$ cat src/hw/rtl/v7d_pkg.sv
// ----------------------------------------------------------------------------
// v7d_pkg
// Shared widths, constants and register indexes of the 7-bit group decoder.
// ----------------------------------------------------------------------------
`timescale 1ns / 1ps

package v7d_pkg;

    localparam int unsigned BYTE_W  = 8;
    localparam int unsigned GROUP_W = 7;
    localparam int unsigned WORD_W  = 64;
    localparam int unsigned COUNT_W = 4;
    localparam int unsigned CFG_IDX_W = 4;

    localparam logic [BYTE_W-1:0] GROUP_MASK = 8'h7f;
    localparam logic [BYTE_W-1:0] MORE_FLAG  = 8'h80;

    // Group limits for the two widths
    localparam logic [COUNT_W-1:0] LIMIT_NARROW = 4'd5;
    localparam logic [COUNT_W-1:0] LIMIT_WIDE   = 4'd10;

    // Configuration register indexes
    localparam logic [CFG_IDX_W-1:0] REG_SIGNED_MODE = 4'd0;
    localparam logic [CFG_IDX_W-1:0] REG_WIDE_MODE   = 4'd1;

endpackage

$ cat src/hw/rtl/varint_7bit_decoder_core.sv
// ----------------------------------------------------------------------------
// varint_7bit_decoder_core
// Little-endian 7-bit group decoder with 32/64-bit width and an optional
// sign-magnitude mapping (low bit is the sign).
// ----------------------------------------------------------------------------
// Channel   Handshake                 Payload
// input     i_in_valid / o_in_ready   i_data_byte
// output    o_out_valid / i_out_ready o_decoded_value, o_byte_count, o_overlong
// config    i_cfg_valid / o_cfg_ready i_cfg_index, i_cfg_data
//
// One byte a cycle unless a final byte waits on a held result: a byte is held in
// the input register, then the gather logic folds it into the accumulator and,
// on a final byte, loads the result register.
// Reset is synchronous, clears the accumulator and both valid flags, and
// returns the modes to unsigned 64-bit.
// A held result stalls only final bytes; continuation bytes keep flowing.
// ----------------------------------------------------------------------------
`timescale 1ns / 1ps

module varint_7bit_decoder_core (
    input  logic                                i_clk,
    input  logic                                i_rst_n,
    input  logic                                i_in_valid,
    output logic                                o_in_ready,
    input  logic [v7d_pkg::BYTE_W-1:0]          i_data_byte,
    output logic                                o_out_valid,
    input  logic                                i_out_ready,
    output logic [v7d_pkg::WORD_W-1:0]          o_decoded_value,
    output logic [v7d_pkg::COUNT_W-1:0]         o_byte_count,
    output logic                                o_overlong,
    input  logic                                i_cfg_valid,
    output logic                                o_cfg_ready,
    input  logic [v7d_pkg::CFG_IDX_W-1:0]       i_cfg_index,
    input  logic                                i_cfg_data
);

    // Configuration
    logic r_signed_mode;
    logic r_wide_mode;

    // Input register
    logic                          r_in_valid;
    logic [v7d_pkg::BYTE_W-1:0]    r_in_byte;

    // Gather state
    logic [v7d_pkg::WORD_W-1:0]    r_acc,   n_acc;
    logic [v7d_pkg::COUNT_W-1:0]   r_group, n_group;
    logic                          r_over,  n_over;

    // Result register
    logic                          r_out_valid;
    logic [v7d_pkg::WORD_W-1:0]    r_value, n_value;
    logic [v7d_pkg::COUNT_W-1:0]   r_count, n_count;
    logic                          r_out_over;

    logic                          w_final;
    logic                          w_step;
    logic                          w_gather;
    logic [v7d_pkg::COUNT_W-1:0]   w_limit;
    logic [6:0]                    w_shift;
    logic [v7d_pkg::WORD_W-1:0]    w_group_ext;
    logic [v7d_pkg::WORD_W-1:0]    w_code;
    logic [v7d_pkg::WORD_W-1:0]    w_mag;
    logic [v7d_pkg::WORD_W-1:0]    w_mask;

    assign o_cfg_ready = 1'b1;

    // Step the held byte unless it ends a value and the result slot is full and not being taken
    assign w_final  = (r_in_byte & v7d_pkg::MORE_FLAG) == '0;
    assign w_step   = r_in_valid && (!w_final || !r_out_valid || i_out_ready);
    assign o_in_ready = !r_in_valid || w_step;

    assign w_limit  = r_wide_mode ? v7d_pkg::LIMIT_WIDE : v7d_pkg::LIMIT_NARROW;
    assign w_gather = r_group < w_limit;

    // Shift of 7 times the group index; only used while gathering (index <= 9)
    assign w_shift     = ({3'd0, r_group} << 3) - {3'd0, r_group};
    assign w_group_ext = {{(v7d_pkg::WORD_W-v7d_pkg::BYTE_W){1'b0}},
                          r_in_byte & v7d_pkg::GROUP_MASK};

    // Gather the group and advance the index
    always_comb begin
        n_acc   = r_acc;
        n_group = r_group;
        n_over  = r_over;
        if (w_gather) begin
            n_acc   = r_acc | (w_group_ext << w_shift[5:0]);
            n_group = r_group + 4'd1;
        end else begin
            n_over  = 1'b1;
        end
    end

    // Truncate, then in signed mode map the sign-magnitude code back to two's complement
    assign w_mask = r_wide_mode ? {v7d_pkg::WORD_W{1'b1}}
                                : {{(v7d_pkg::WORD_W/2){1'b0}}, {(v7d_pkg::WORD_W/2){1'b1}}};
    assign w_code = n_acc & w_mask;
    assign w_mag  = w_code >> 1;

    always_comb begin
        if (!r_signed_mode || !w_code[0]) begin
            n_value = r_signed_mode ? w_mag : w_code;
        end else if (w_code == {{(v7d_pkg::WORD_W-1){1'b0}}, 1'b1}) begin
            n_value = r_wide_mode ? {1'b1, {(v7d_pkg::WORD_W-1){1'b0}}}
                                  : {{(v7d_pkg::WORD_W/2){1'b0}}, 1'b1,
                                     {(v7d_pkg::WORD_W/2-1){1'b0}}};
        end else begin
            n_value = (~w_mag + {{(v7d_pkg::WORD_W-1){1'b0}}, 1'b1}) & w_mask;
        end
        n_count = (n_group < w_limit) ? n_group : w_limit;
    end

    always_ff @(posedge i_clk) begin
        if (!i_rst_n) begin
            r_signed_mode <= 1'b0;
            r_wide_mode   <= 1'b1;
            r_in_valid    <= 1'b0;
            r_acc         <= '0;
            r_group       <= '0;
            r_over        <= 1'b0;
            r_out_valid   <= 1'b0;
        end else begin
            // Register writes; unknown indexes drop
            if (i_cfg_valid) begin
                case (i_cfg_index)
                    v7d_pkg::REG_SIGNED_MODE: r_signed_mode <= i_cfg_data;
                    v7d_pkg::REG_WIDE_MODE:   r_wide_mode   <= i_cfg_data;
                    default: ;
                endcase
            end

            // Hold or refill the input register
            if (o_in_ready) begin
                r_in_valid <= i_in_valid;
            end

            // Load a new result beat, or retire a taken one
            if (w_step && w_final) begin
                r_out_valid <= 1'b1;
            end else if (i_out_ready) begin
                r_out_valid <= 1'b0;
            end

            // Advance the gather state; a final beat clears it
            if (w_step) begin
                if (w_final) begin
                    r_acc       <= '0;
                    r_group     <= '0;
                    r_over      <= 1'b0;
                end else begin
                    r_acc   <= n_acc;
                    r_group <= n_group;
                    r_over  <= n_over;
                end
            end
        end
    end

    // Payload registers
    always_ff @(posedge i_clk) begin
        if (o_in_ready && i_in_valid) begin
            r_in_byte <= i_data_byte;
        end
        if (w_step && w_final) begin
            r_value    <= n_value;
            r_count    <= n_count;
            r_out_over <= n_over;
        end
    end

    assign o_out_valid     = r_out_valid;
    assign o_decoded_value = r_value;
    assign o_byte_count    = r_count;
    assign o_overlong      = r_out_over;

endmodule

$ cat config.mk
export PLATFORM = sky130hd
export DESIGN_NAME = varint_7bit_decoder_core
export DESIGN_NICKNAME = d
export VERILOG_FILES = /design/src/hw/rtl/v7d_pkg.sv /design/src/hw/rtl/varint_7bit_decoder_core.sv
export SDC_FILE = /design/constraint.sdc
export NUM_CORES = 1
export LEC_CHECK = 0
export BUFFER_PORTS_ARGS = -buffer_cell sky130_fd_sc_hd__buf_2
export CORE_MARGIN = 2
export CORE_UTILIZATION = 30
export CTS_CLUSTER_DIAMETER = 50
export CTS_CLUSTER_SIZE = 14
export DETAILED_ROUTE_END_ITERATION = 16
export SLEW_MARGIN = 20
export SYNTH_ARGS = -nofsm -noshare
export SYNTH_HDL_FRONTEND = slang
export SYNTH_SLANG_ARGS = --single-unit
$ cat constraint.sdc
create_clock -name i_clk -period 4.9 [get_ports i_clk]
set_input_delay 1.47 -clock i_clk [delete_from_list [all_inputs] [get_ports i_clk]]
set_output_delay 1.47 -clock i_clk [all_outputs]
set_load 0.01 [all_outputs]
-- After elaboration in Yosys (flattened, before gate mapping)
Index checks and enable logic that the tools add are counted.
- muxes and demuxes: 15
- $lt $le $gt $ge: 2
- add/subtract/negate cells: 3
- reduce and logical (&&, ||, !) cells: 17
- equal/unequal tests: 2
- bitwise logic cells: 4
- shift operators: 1
- operator list (cell ; count):
    64-bit two-way mux ; 7
    64-bit bitwise AND ; 2
    64-bit by 1-bit adder with 64-bit output (second input constant) ; 1
    64-bit by 1-bit equality test with 1-bit output (second input constant) ; 1
    63-bit inverter with 64-bit output ; 1
    64-bit bitwise OR ; 1
    7-bit by 6-bit << shifter with 64-bit output ; 1
    4-bit two-way mux ; 4
    8-bit zero test ; 1
    4-bit less-than comparator ; 2
    6-bit by 4-bit subtractor with 6-bit output ; 1
    1-bit zero test ; 5
    4-bit by 1-bit adder with 4-bit output (second input constant) ; 1
    4-bit by 1-bit equality test with 1-bit output (second input constant) ; 1
    4-bit zero test ; 1
    1-bit logical OR ; 4
    1-bit two-way mux ; 4
    2-bit AND reduction ; 2
    1-bit logical AND ; 3
    2-bit nonzero test ; 1
- input port bits: 18
- logic and storage cells: 55
- output and inout port bits: 72
- bits in registers: 150

-- Logic depth before layout (Yosys ltp)
Gate-level depths: netlist of run 1.
- depth in word-level cells: 10
- depth in mapped cells: 20

-- Worst setup path after synthesis of run 1
No wires, ideal clock.
- kind: input -> register
- start point: input port i_out_ready
- end point: register r_count (netlist bit o_byte_count[0]) (enable)
- library setup time: 0.497 ns
- arrival: 4.653 ns
- setup slack: -0.250 ns
- stages: 3
- required time: 4.403 ns
- cells stage by stage: nand2b_1 o21ai_1 nor2_1
- longest elaborated chain between the ends: 3
- RTL lines (what ; RTL line ; text):
    start, declared ; varint_7bit_decoder_core.sv:27 ; input logic i_out_ready,
    1-bit logical OR ; varint_7bit_decoder_core.sv:70 ; assign w_step = r_in_valid && (!w_final || !r_out_valid || i_out_ready);
    1-bit logical AND ; varint_7bit_decoder_core.sv:70 ;
    1-bit logical AND ; varint_7bit_decoder_core.sv:164 ; if (w_step && w_final) begin
    end signal, assigned ; varint_7bit_decoder_core.sv:166 ; r_count <= n_count;
    end, declared ; varint_7bit_decoder_core.sv:53 ; logic [v7d_pkg::COUNT_W-1:0] r_count, n_count;
No other way between the ends.
A chain may end at the register's enable or synchronous reset.

-- Final worst setup path of run 1
- start point: register r_group[0] in the netlist's numbering
- end point: register r_value (netlist bit o_decoded_value[59]) (data pin)
- longest elaborated chain between the ends: 10
- RTL lines (what ; RTL line ; text):
    start, declared ; varint_7bit_decoder_core.sv:47 ; logic [v7d_pkg::COUNT_W-1:0] r_group, n_group;
    start signal, assigned ; varint_7bit_decoder_core.sv:152 ; r_group <= n_group;
    6-bit by 4-bit subtractor with 6-bit output ; varint_7bit_decoder_core.sv:77 ; assign w_shift = ({3'd0, r_group} << 3) - {3'd0, r_group};
    7-bit by 6-bit << shifter with 64-bit output ; varint_7bit_decoder_core.sv:87 ; n_acc = r_acc | (w_group_ext << w_shift[5:0]);
    64-bit bitwise OR ; varint_7bit_decoder_core.sv:87 ;
    64-bit two-way mux (*) ; varint_7bit_decoder_core.sv:86 ; if (w_gather) begin
    64-bit bitwise AND (*) ; varint_7bit_decoder_core.sv:97 ; assign w_code = n_acc & w_mask;
    63-bit inverter with 64-bit output ; varint_7bit_decoder_core.sv:108 ; n_value = (~w_mag + {{(v7d_pkg::WORD_W-1){1'b0}}, 1'b1}) & w_mask;
    64-bit by 1-bit adder with 64-bit output ; varint_7bit_decoder_core.sv:108 ;
    64-bit bitwise AND ; varint_7bit_decoder_core.sv:108 ;
    64-bit two-way mux ; varint_7bit_decoder_core.sv:103 ; end else if (w_code == {{(v7d_pkg::WORD_W-1){1'b0}}, 1'b1}) begin
    64-bit two-way mux (*) ; varint_7bit_decoder_core.sv:101 ; if (!r_signed_mode || !w_code[0]) begin
    named net n_value (one bit) ; varint_7bit_decoder_core.sv:52 ; logic [v7d_pkg::WORD_W-1:0] r_value, n_value;
    end signal, assigned ; varint_7bit_decoder_core.sv:165 ; r_value <= n_value;
    end, declared ; varint_7bit_decoder_core.sv:52 ;
Mark *: on every way through the listed nets, which the timed path passes. The rest lies on a longest branch.

==> results of run 1 <==
[final cells by class]
type,instances,area (um2),share of cell area [%]
Clock inverter,15,123,1.05
Multi-Input combinational cell,911,5670,48.6
Inverter,16,60.1,0.515
Clock buffer,17,425,3.65
Tap cell,442,553,4.74
Sequential cell,150,3780,32.4
Timing Repair Buffer,169,1050,9.02
[registers in the layout, summed over array words and instances, names as in the netlist]
register,count
r_wide_mode,1
o_overlong,1
o_decoded_value,64
o_byte_count,4
r_signed_mode,1
r_group,4
r_in_byte,8
r_over,1
r_in_valid,1
r_acc,64
o_out_valid,1
[power by group through the flow]
stage / Clock, mW / Combinational, mW / Sequential (mW)
2_1_floorplan: 0 / 0.587 / 1.41
4_1_cts: 1.29 / 0.927 / 1.37
3_5_place_dp: 0 / 0.921 / 1.40
3_3_place_gp: 0 / 0.920 / 1.40
6_report: 1.27 / 0.945 / 1.37
5_1_grt: 1.33 / 1.01 / 1.38
[path summary, 6_finish.rpt]
kind	end	from	cells past startpoint	slack, ns
max	o_decoded_value[59]	r_group[0]	13	0.22
min	r_acc[40]	r_acc[40]	2	0.47
max reg2reg	o_decoded_value[59]	r_group[0]	13	0.22
min reg2reg	r_acc[40]	r_acc[40]	2	0.47
[cells by family (layout without fill, tap and decap cells)]
kind of cell | count (synthesis) | in the layout | share of synthesized area, %
AND/OR/NAND/NOR | 454 | 454 | 23.3
adder cells (fa/ha/maj) | 10 | 10 | 1.27
multiplexers | 37 | 37 | 4.49
XOR/XNOR | 20 | 20 | 1.93
AO/OA/AOI/OAI | 389 | 389 | 26.2
buffers and inverters | 101 | 217 | 4.42
flip-flops | 150 | 150 | 38.4
other | 1 | 1 | 0.0381
[worst min-delay path, stage by stage (launching register included)]
cell     delay (ns)
dfxtp_1        0.33
a31oi_1        0.04
nor2_1         0.07
[layer usage]
| layer | track usage, % | routed length, um |
|---|---|---|
| met1 | 27.6 | 15800 |
| met4 | 8.76 | 1170 |
| met3 | 3.03 | 2060 |
| met2 | 32.8 | 16100 |
| met5 | 0 | 0 |
[placed cells by master (no fill, tap or decap), types with 20 or more instances in the layout]
| cell | netlist | routed |
|---|---|---|
| mux2i_1 | 25 | 25 |
| buf_4 | 6 | 80 |
| nor3_1 | 68 | 68 |
| a21oi_1 | 129 | 128 |
| a31oi_1 | 20 | 20 |
| nor2_1 | 138 | 137 |
| o21ai_0 | 71 | 70 |
| buf_2 | 13 | 88 |
| dfxtp_1 | 73 | 71 |
| nand3_1 | 27 | 27 |
| edfxtp_1 | 77 | 77 |
| nand2_1 | 82 | 82 |
[synth_stat cells, types with 13 or more instances]
library cell	count
nor2_1	138
a21oi_1	129
nand2_1	82
edfxtp_1	77
dfxtp_1	73
o21ai_0	71
nor3_1	68
clkbuf_1	61
nand3_1	27
mux2i_1	25
a31oi_1	20
and2_1	16
a21o_1	15
inv_1	15
nand4_1	15
a211oi_1	14
and3_1	13
buf_2	13
nand2b_1	13
==> results_dict.tcl, run 1 <==
set metrics [dict create \
    avgRoutedWirePerCell_um 20.4 \
    cp_slowest_stage_delay_ns 0.65 \
    synth.avg_cell_area_um2 8.46 \
    fmax_mhz 214 \
    fillCellCount 3360 \
    drive_above_1_share_pct 20.4 \
    core-area_um2 32400 \
    holdBufCountCts 0 \
    fin_hold_ws_ns 0.468 \
    status "finished clean" \
    synthFlopType "edfxtp_1" \
    critPathBufInv 2 \
    final_cell_area_um2 11700 \
    std_cell_rows 66 \
    setup_tns_ns 0 \
    cts_resized 1 \
    power_mw 3.58 \
    ys_async_sr_fraction_pct 0 \
    comb_power_share_pct 26.4 \
    crit_path_max_fanout 13 \
    synthesis.area_um2 9830 \
    ir_worst_vdd_mv 0.253 \
    clock_latency_ns 0.46 \
    synth_edf_count 77 \
    wirelength_um 35100 \
    crit_slowest_cell "or4_1" \
    initialDrtViolationCount 1153 \
    drt-pass1-iter-count 5 \
    max_cap_viol_count 0 \
    cts_tree "done" \
    place_area_um2 11100 \
    hold_path_class "flip-flop to flip-flop" \
    critPathLaunchType "flip-flop" \
    fin_nets 1293 \
    worst_slack_ns 0.223 \
    clockBufferDepth 2 \
    worstMarginPinSlew_ns 1.20 \
    drc 0 \
    setup_viol 0 \
    final_hold_viol_count 0 \
    ios 90 \
    pre_cts_slack_ns -0.0398 \
    grt_max_degree 70 \
    crit_required_ns 5.09 \
    cts_sinks 150 \
    skew_ns 0.0156 \
    synth.largest_area_cell "edfxtp_1" \
    clk_pin_slew_worst_paths_ns 0.07 \
    antenna_found_initial 0 \
    fin_util_pct 36.0 \
    avgViaCountPerCell 5.68 \
    maxSlewViolCount 0 \
    grt_overflow 0 \
    place.gp.congestion 0.985 \
    period_share_pct 95.5 \
    vias 9769 \
    grt_first_pass_wirelength_um 53600 \
    first_global_vias 8951 \
    grt_usage_pct 20.5 \
    critical_path_class "flip-flop to flip-flop" \
    die_y_um 185 \
    synth_top_area_share_pct 23.5 \
    synth_seq_cells 150 \
    leakagePower_nw 4.53 \
    syn-num-nets 1190 \
    yosysWarnings 0 \
    synth_area_leaders "edfxtp_1 24%, dfxtp_1 15%, a21oi_1 6.6%, nor2_1 5.3%, o21ai_0 3.6%" \
    cts_inserted_buffers 17 \
    critPathCaptureType "flip-flop" \
    path_delay_family "simple AND/OR/NAND/NOR gates" \
    ctsRootBufferMaster "clkbuf_16" \
    cp.arrival_ns 4.87 \
    syn2layout_area_growth_pct 18.6 \
    die-area_um2 34200 \
    power_density_nw_per_um2 307 \
    ant_nets 0 \
    cts_setup_buffers 0 \
    swShare_pct 34.4 \
    dp_hpwl_um 26200 \
    start_util_pct 30.4 \
    slew-limit-headroom_pct 20.3 \
    power_switching_mw 1.23 \
    internal_power_mw 2.35 \
    placed_cells 1688 \
    rsz0062_at_grt "true" \
    ys_types 100 \
    cp_cell_sequence "clkinv_1, ha_2, mux2_2, mux2i_1, nor2_1, a32o_1, o31a_1, or4_1, nor3b_4, buf_4, nand3_1, and3_1, a221o_1" \
    syn_inst 1162 \
    diodes 0 \
    instances_no_fill 1720 \
    p_clk_share_pct 35.3 \
    port-buffer-count 88 \
    htreeDepth 4 \
    seq_power_share_pct 38.3 \
    die_w_um 185 \
    period_needed_ns 4.68 \
    yosysSeqAreaShare_pct 38.4 \
]
(Power assumes the default switching activity.)
==> inputs of run 2 (changes only) <==
CORE_ASPECT_RATIO = 1.5   (was not set)
PLACE_DENSITY = 0.47   (was not set)
TNS_END_PERCENT = 5   (was not set)
==> results_dict.tcl, run 2 (synthesis results as in run 1) <==
set metrics [dict create \
    cts_sinks 150 \
    std_cell_rows 81 \
    cts_inserted_buffers 17 \
    final_common_cell "nor2_1" \
    final_hold_viol_count 0 \
    first_global_vias 9531 \
    power_density_nw_per_um2 310 \
    status "finished clean" \
    ctsRootBufferMaster "clkbuf_16" \
    maxSlewViolCount 0 \
    place_area_um2 11200 \
    fmax_mhz 213 \
    diodes 0 \
    htreeDepth 4 \
    hold_path_class "flip-flop to flip-flop" \
    leakagePower_nw 4.62 \
    ant_nets 0 \
    critPathMostFrequentCell "mux2_2" \
    antenna_found_initial 0 \
    clock_latency_ns 0.46 \
    fin_nets 1305 \
    drive_above_1_share_pct 21.3 \
    wirelength_um 36300 \
    final_cell_area_um2 11800 \
    path_delay_family "compound AO/OA/AOI/OAI gates" \
    drt-pass1-iter-count 5 \
    crit_path_max_fanout 12 \
    instances_no_fill 1705 \
    drc 0 \
    fin_hold_ws_ns 0.466 \
    cp_cell_sequence "clkinv_1, ha_1, mux2_2, mux2_2, o2bb2ai_1, o41ai_4, nand3b_1, nand4b_1, buf_12, nor3b_4, buf_4, nand3_1, and3_1, a221o_1" \
    crit_start "r_group[0]" \
    crit_slowest_cell "o41ai_4" \
    rsz0062_at_grt "false" \
    ir_worst_vdd_mv 0.260 \
    critPathCaptureType "flip-flop" \
    start_util_pct 30.3 \
    core-area_um2 32400 \
    ios 90 \
    initialDrtViolationCount 831 \
    grt_overflow 0 \
    slew-limit-headroom_pct 29.5 \
    cp_slowest_stage_delay_ns 0.59 \
    period_needed_ns 4.70 \
    crit_required_ns 5.11 \
    reg2reg_from "r_group[0]" \
    pre_cts_slack_ns -0.167 \
    grt_max_degree 70 \
    syn2layout_area_growth_pct 19.8 \
    cp.arrival_ns 4.91 \
    setup_viol 0 \
    period_share_pct 95.9 \
    setup_tns_ns 0 \
    max_cap_viol_count 0 \
    vias 9589 \
    port-buffer-count 88 \
    dp_hpwl_um 27200 \
    grt_usage_pct 21.1 \
    grt_first_pass_wirelength_um 56000 \
    cts_setup_buffers 0 \
    min_from "r_over" \
    die-area_um2 34300 \
    critPathLaunchType "flip-flop" \
    final_cell_mix "137 x nor2_1, 127 x a21oi_1, 91 x buf_4" \
    avgViaCountPerCell 5.62 \
    critical_path_class "flip-flop to flip-flop" \
    die_w_um 152 \
    cts_tree "done" \
    avgRoutedWirePerCell_um 21.3 \
    die_y_um 226 \
    clk_pin_slew_worst_paths_ns 0.06 \
    worst_slack_ns 0.200 \
    place.gp.congestion 0.914 \
    skew_ns 0.00927 \
    critPathBufInv 3 \
    placed_cells 1673 \
    clockBufferDepth 2 \
    worstMarginPinSlew_ns 1.05 \
]
==> run 2: cell count changes in the layout (fill, tap and decap cells not counted), sizes merged <==
cell / previous run / this run
buf: 169 / 181
clkbuf: 17 / 21
clkinvlp: 3 / 4
clkinv: 7 / 5
bufinv: 0 / 1
inv: 21 / 17
==> run 2: path summary, 6_finish.rpt <==
path	endpoint	slack [ns]	depth (start not counted)
hold / removal	r_over	0.47	2
setup reg to reg	o_decoded_value[59]	0.20	14
setup / recovery	o_decoded_value[59]	0.20	14
hold reg to reg	r_over	0.47	2
==> run 2: report_power, final <==
group | internal (mW) | switching (mW) | total [mW] | leakage, nW
Sequential | 1.36 | 0.0178 | 1.37 | 1.32
Combinational | 0.354 | 0.617 | 0.972 | 3.03
Clock | 0.737 | 0.572 | 1.31 | 0.272
==> run 2: area by class of cell <==
cell class | count | area, um2
multi-input cells | 911 | 5700
flip-flops and latches | 150 | 3780
clock buffers | 21 | 470
fillers | 3422 | 20600
repair buffers | 181 | 1160
inverters | 16 | 60.1
clock inverters | 11 | 98.8
well taps | 415 | 519
==> run 2: layer usage <==
layer  GRT usage, %  share of wire [%]
met1           24.8                 42
met2           37.2                 50
met3           2.69                3.5
met4           11.4                4.4
met5              0                  0
==> run 2: metrics by stage <==
step	utilization (%)	total power, mW
after detailed placement	34.5	2.35
after floorplan	-	1.99
after global routing	36.3	3.81
final	36.3	3.65
after global placement	34.5	2.35
after CTS	36.3	3.68
==> run 2: worst register-to-register path, stage by stage, from the launching register on <==
cell and delay, ns:
dfxtp_1 0.34, clkinv_1 0.09, ha_1 0.50, mux2_2 0.41, mux2_2 0.31, o2bb2ai_1 0.34, o41ai_4 0.59, nand3b_1 0.16
nand4b_1 0.26, buf_12 0.20, nor3b_4 0.36, buf_4 0.26, nand3_1 0.11, and3_1 0.20, a221o_1 0.31
==> run 2: timing repair <==
action / 4_1_cts / 5_1_grt
endpoints found under the setup margin: 27 / 25
endpoints found under the hold margin: 0 / 0
gates cloned: 0 / 0
hold buffers: 0 / 0
gates resized for setup: 1 / 5
==> inputs of run 3 (changes only) <==
ABC_AREA = 1   (was not set)
PLACE_DENSITY = 0.46   (was 0.47)
==> results_dict.tcl, run 3 <==
set metrics [dict create \
    status "finished clean" \
    ios 90 \
    leakagePower_nw 5.69 \
    drt-met1-wl_um 16600 \
    cts_inserted_buffers 17 \
    final_hold_viol_count 0 \
    ys_async_sr_fraction_pct 0 \
    fillCellCount 3873 \
    r2r_end "o_decoded_value[46]" \
    synth.avg_cell_area_um2 7.18 \
    period_share_pct 88.9 \
    fin_util_pct 34.5 \
    area.sequential_um2 3780 \
    seq_power_share_pct 33.9 \
    comb_power_share_pct 28.2 \
    synth.largest_area_cell "edfxtp_1" \
    rr_worst_depth 20 \
    cts_setup_buffers 0 \
    synth_top_family_by_area "simple AND/OR/NAND/NOR gates" \
    clock_latency_ns 0.46 \
    setup_tns_ns 0 \
    worstMarginPinSlew_ns 0.783 \
    critPathCaptureType "flip-flop" \
    yosysSeqAreaShare_pct 35.7 \
    htreeDepth 4 \
    drc 0 \
    multiInputGateArea_um2 5750 \
    synth_area_leaders "edfxtp_1 22%, dfxtp_1 14%, nand2_1 14%, nor2_1 5.9%, inv_1 5.7%" \
    critical_path_class "flip-flop to flip-flop" \
    cp_slowest_stage_delay_ns 0.54 \
    start_util_pct 30.3 \
    ctsRootBufferMaster "clkbuf_16" \
    hold_path_class "flip-flop to flip-flop" \
    crit_path_max_fanout 20 \
    syn2layout_area_growth_pct 14.1 \
    synth_xor_area_share_pct 1.74 \
    die_y_um 234 \
    synthFlopType "edfxtp_1" \
    synthTopCellsByCount "384 x nand2_1, 166 x nor2_1, 160 x inv_1, 117 x nand3_1, 77 x edfxtp_1" \
    cts_sinks 150 \
    final_cell_mix "384 x nand2_1, 166 x nor2_1, 159 x inv_1" \
    grt_usage_pct 22.5 \
    antenna_found_initial 0 \
    period_needed_ns 4.35 \
    skew_ns 0.0165 \
    drt-pass1-iter-count 5 \
    internal_power_mw 2.61 \
    instances_no_fill 2026 \
    maxSlewViolCount 0 \
    die_w_um 157 \
    first_global_vias 9960 \
    synth_compound_area_share_pct 16.0 \
    die-area_um2 36800 \
    critPathLaunchType "flip-flop" \
    synthesis.area_um2 10600 \
    core-area_um2 34900 \
    p_clk_share_pct 37.9 \
    cp.arrival_ns 4.68 \
    cts_tree "done" \
    crit_slowest_cell "dfxtp_1" \
    swShare_pct 35.4 \
    avgRoutedWirePerCell_um 19.9 \
    ys_types 48 \
    min_delay_path_depth 2 \
    wirelength_um 40300 \
    diodes 0 \
    grt_max_degree 66 \
    yosys.area_share.simple_pct 35.4 \
    synth_seq_cells 150 \
    min_from "r_acc[50]" \
    max_cap_viol_count 0 \
    min_to "r_acc[50]" \
    clockBufferDepth 2 \
    drive_above_1_share_pct 19.1 \
    topRoutingLayerUsed "met4" \
    crit_required_ns 5.23 \
    rsz0062_at_grt "false" \
    yosysWarnings 0 \
    syn_inst 1472 \
    std_cell_rows 84 \
    final_common_cell "nand2_1" \
    cts_resized 0 \
    grt_overflow 0 \
    reg2reg_from "r_group[1]" \
    dp_hpwl_um 31800 \
    clk_pin_slew_worst_paths_ns 0.06 \
    place.gp.congestion 0.961 \
    syn-num-nets 1500 \
    setup_viol 0 \
    holdBufCountCts 0 \
    initialDrtViolationCount 683 \
    synth_mux_area_share_pct 0 \
    critPathMostFrequentCell "nand2_1" \
    ir_worst_vdd_mv 0.264 \
    power_switching_mw 1.43 \
    cp_cell_sequence "inv_2, ha_1, inv_2, nand2_1, nand2_1, nor2_1, nand2_1, nor2_1, a21oi_4, ha_1, nand3_2, nor2_1, nand3_1, nor2_2, nand2_1, nor2_1, nand2_1, o21ai_0, nand2_1, nand2_1" \
    ant_nets 0 \
    fmax_mhz 230 \
    synth_adder_area_share_pct 1.18 \
    route.met2.wl_um 20400 \
    power_density_nw_per_um2 336 \
    placed_cells 1994 \
    vias 10100 \
    synth_top_area_share_pct 21.9 \
    ff2ff_setup_slack_ns 0.55 \
    slew-limit-headroom_pct 47.6 \
    fin_nets 1568 \
    synth.most_common_cell "nand2_1" \
    met3_length_um 1440 \
    avgViaCountPerCell 4.99 \
    port-buffer-count 88 \
    synth_edf_count 77 \
    grt_first_pass_wirelength_um 60800 \
]
run 3: changes by cell type in the layout (fill, tap and decap cells not counted), moves of 29 or more:
cell and change:
nand2_1 +302, nand2_2 +40, inv_1 +145, nand3_1 +90, buf_4 -71, nor3_1 -65, o22ai_1 +37, a21oi_1 -103
nor2_1 +29
run 3: through the flow:
step	hold WS (ns)	area (um2)	total power, mW	setup slack (ns)
3_3_place_gp	0.435	11400	2.53	0.478
4_1_cts	0.449	12100	4.07	0.460
2_1_floorplan	0.427	10600	2.20	1.25
5_1_grt	0.471	12100	4.24	0.0859
6_report	0.450	12100	4.04	0.546
3_5_place_dp	0.441	11400	2.53	0.481
run 3: layout make-up:
type / instances / area share, %
clock inverters: 14 / 1.90
clock buffers: 18 / 3.56
inverters: 173 / 5.41
multi-input cells: 1088 / 47.7
flip-flops and latches: 150 / 31.3
repair buffers: 110 / 5.23
well taps: 473 / 4.91
run 3: cell families (layout without fill, tap and decap cells):
family	after synthesis	after routing
flops	150	150
other cells	1	1
simple gates	809	809
xor+xnor	21	21
compound gates	247	247
buf+inv	234	315
fa+ha+maj	10	10
run 3: per-layer routing:
layer | vias up | track usage (%)
li1 | 5007 | -
met1 | 4729 | 26.6
met2 | 292 | 39.9
met3 | 72 | 2.86
met4 | 0 | 10.9
met5 | - | 0
run 3: worst max-delay path by stage:
stage / start / endpoint / slack [ns] / cells after the start
5_1_grt: r_group[1] / o_decoded_value[46] / 0.09 / 20
6_report: r_group[1] / o_decoded_value[46] / 0.55 / 20
3_5_place_dp: r_group[1] / o_decoded_value[46] / 0.48 / 20
3_3_place_gp: r_group[1] / o_decoded_value[46] / 0.48 / 20
4_1_cts: r_group[1] / o_decoded_value[46] / 0.46 / 20
2_1_floorplan: r_wide_mode / o_decoded_value[44] / 1.25 / 23
run 3: power by group through the flow:
stage               combinational [mW]  sequential (mW)  clock (mW)
CTS                               1.13             1.37        1.57
global route                      1.26             1.37        1.61
global placement                  1.13             1.40           0
floorplan                        0.787             1.41           0
finish                            1.14             1.37        1.53
detailed placement                1.13             1.40           0
run 3: worst max-delay path, delay by kind of cell, from the launching register on:
kind	cells	cell delay, ns
AO/OA/AOI/OAI	2	0.58
flip-flops	1	0.54
adder cells (fa/ha/maj)	2	0.53
AND/OR/NAND/NOR	14	2.38
buffers and inverters	2	0.19
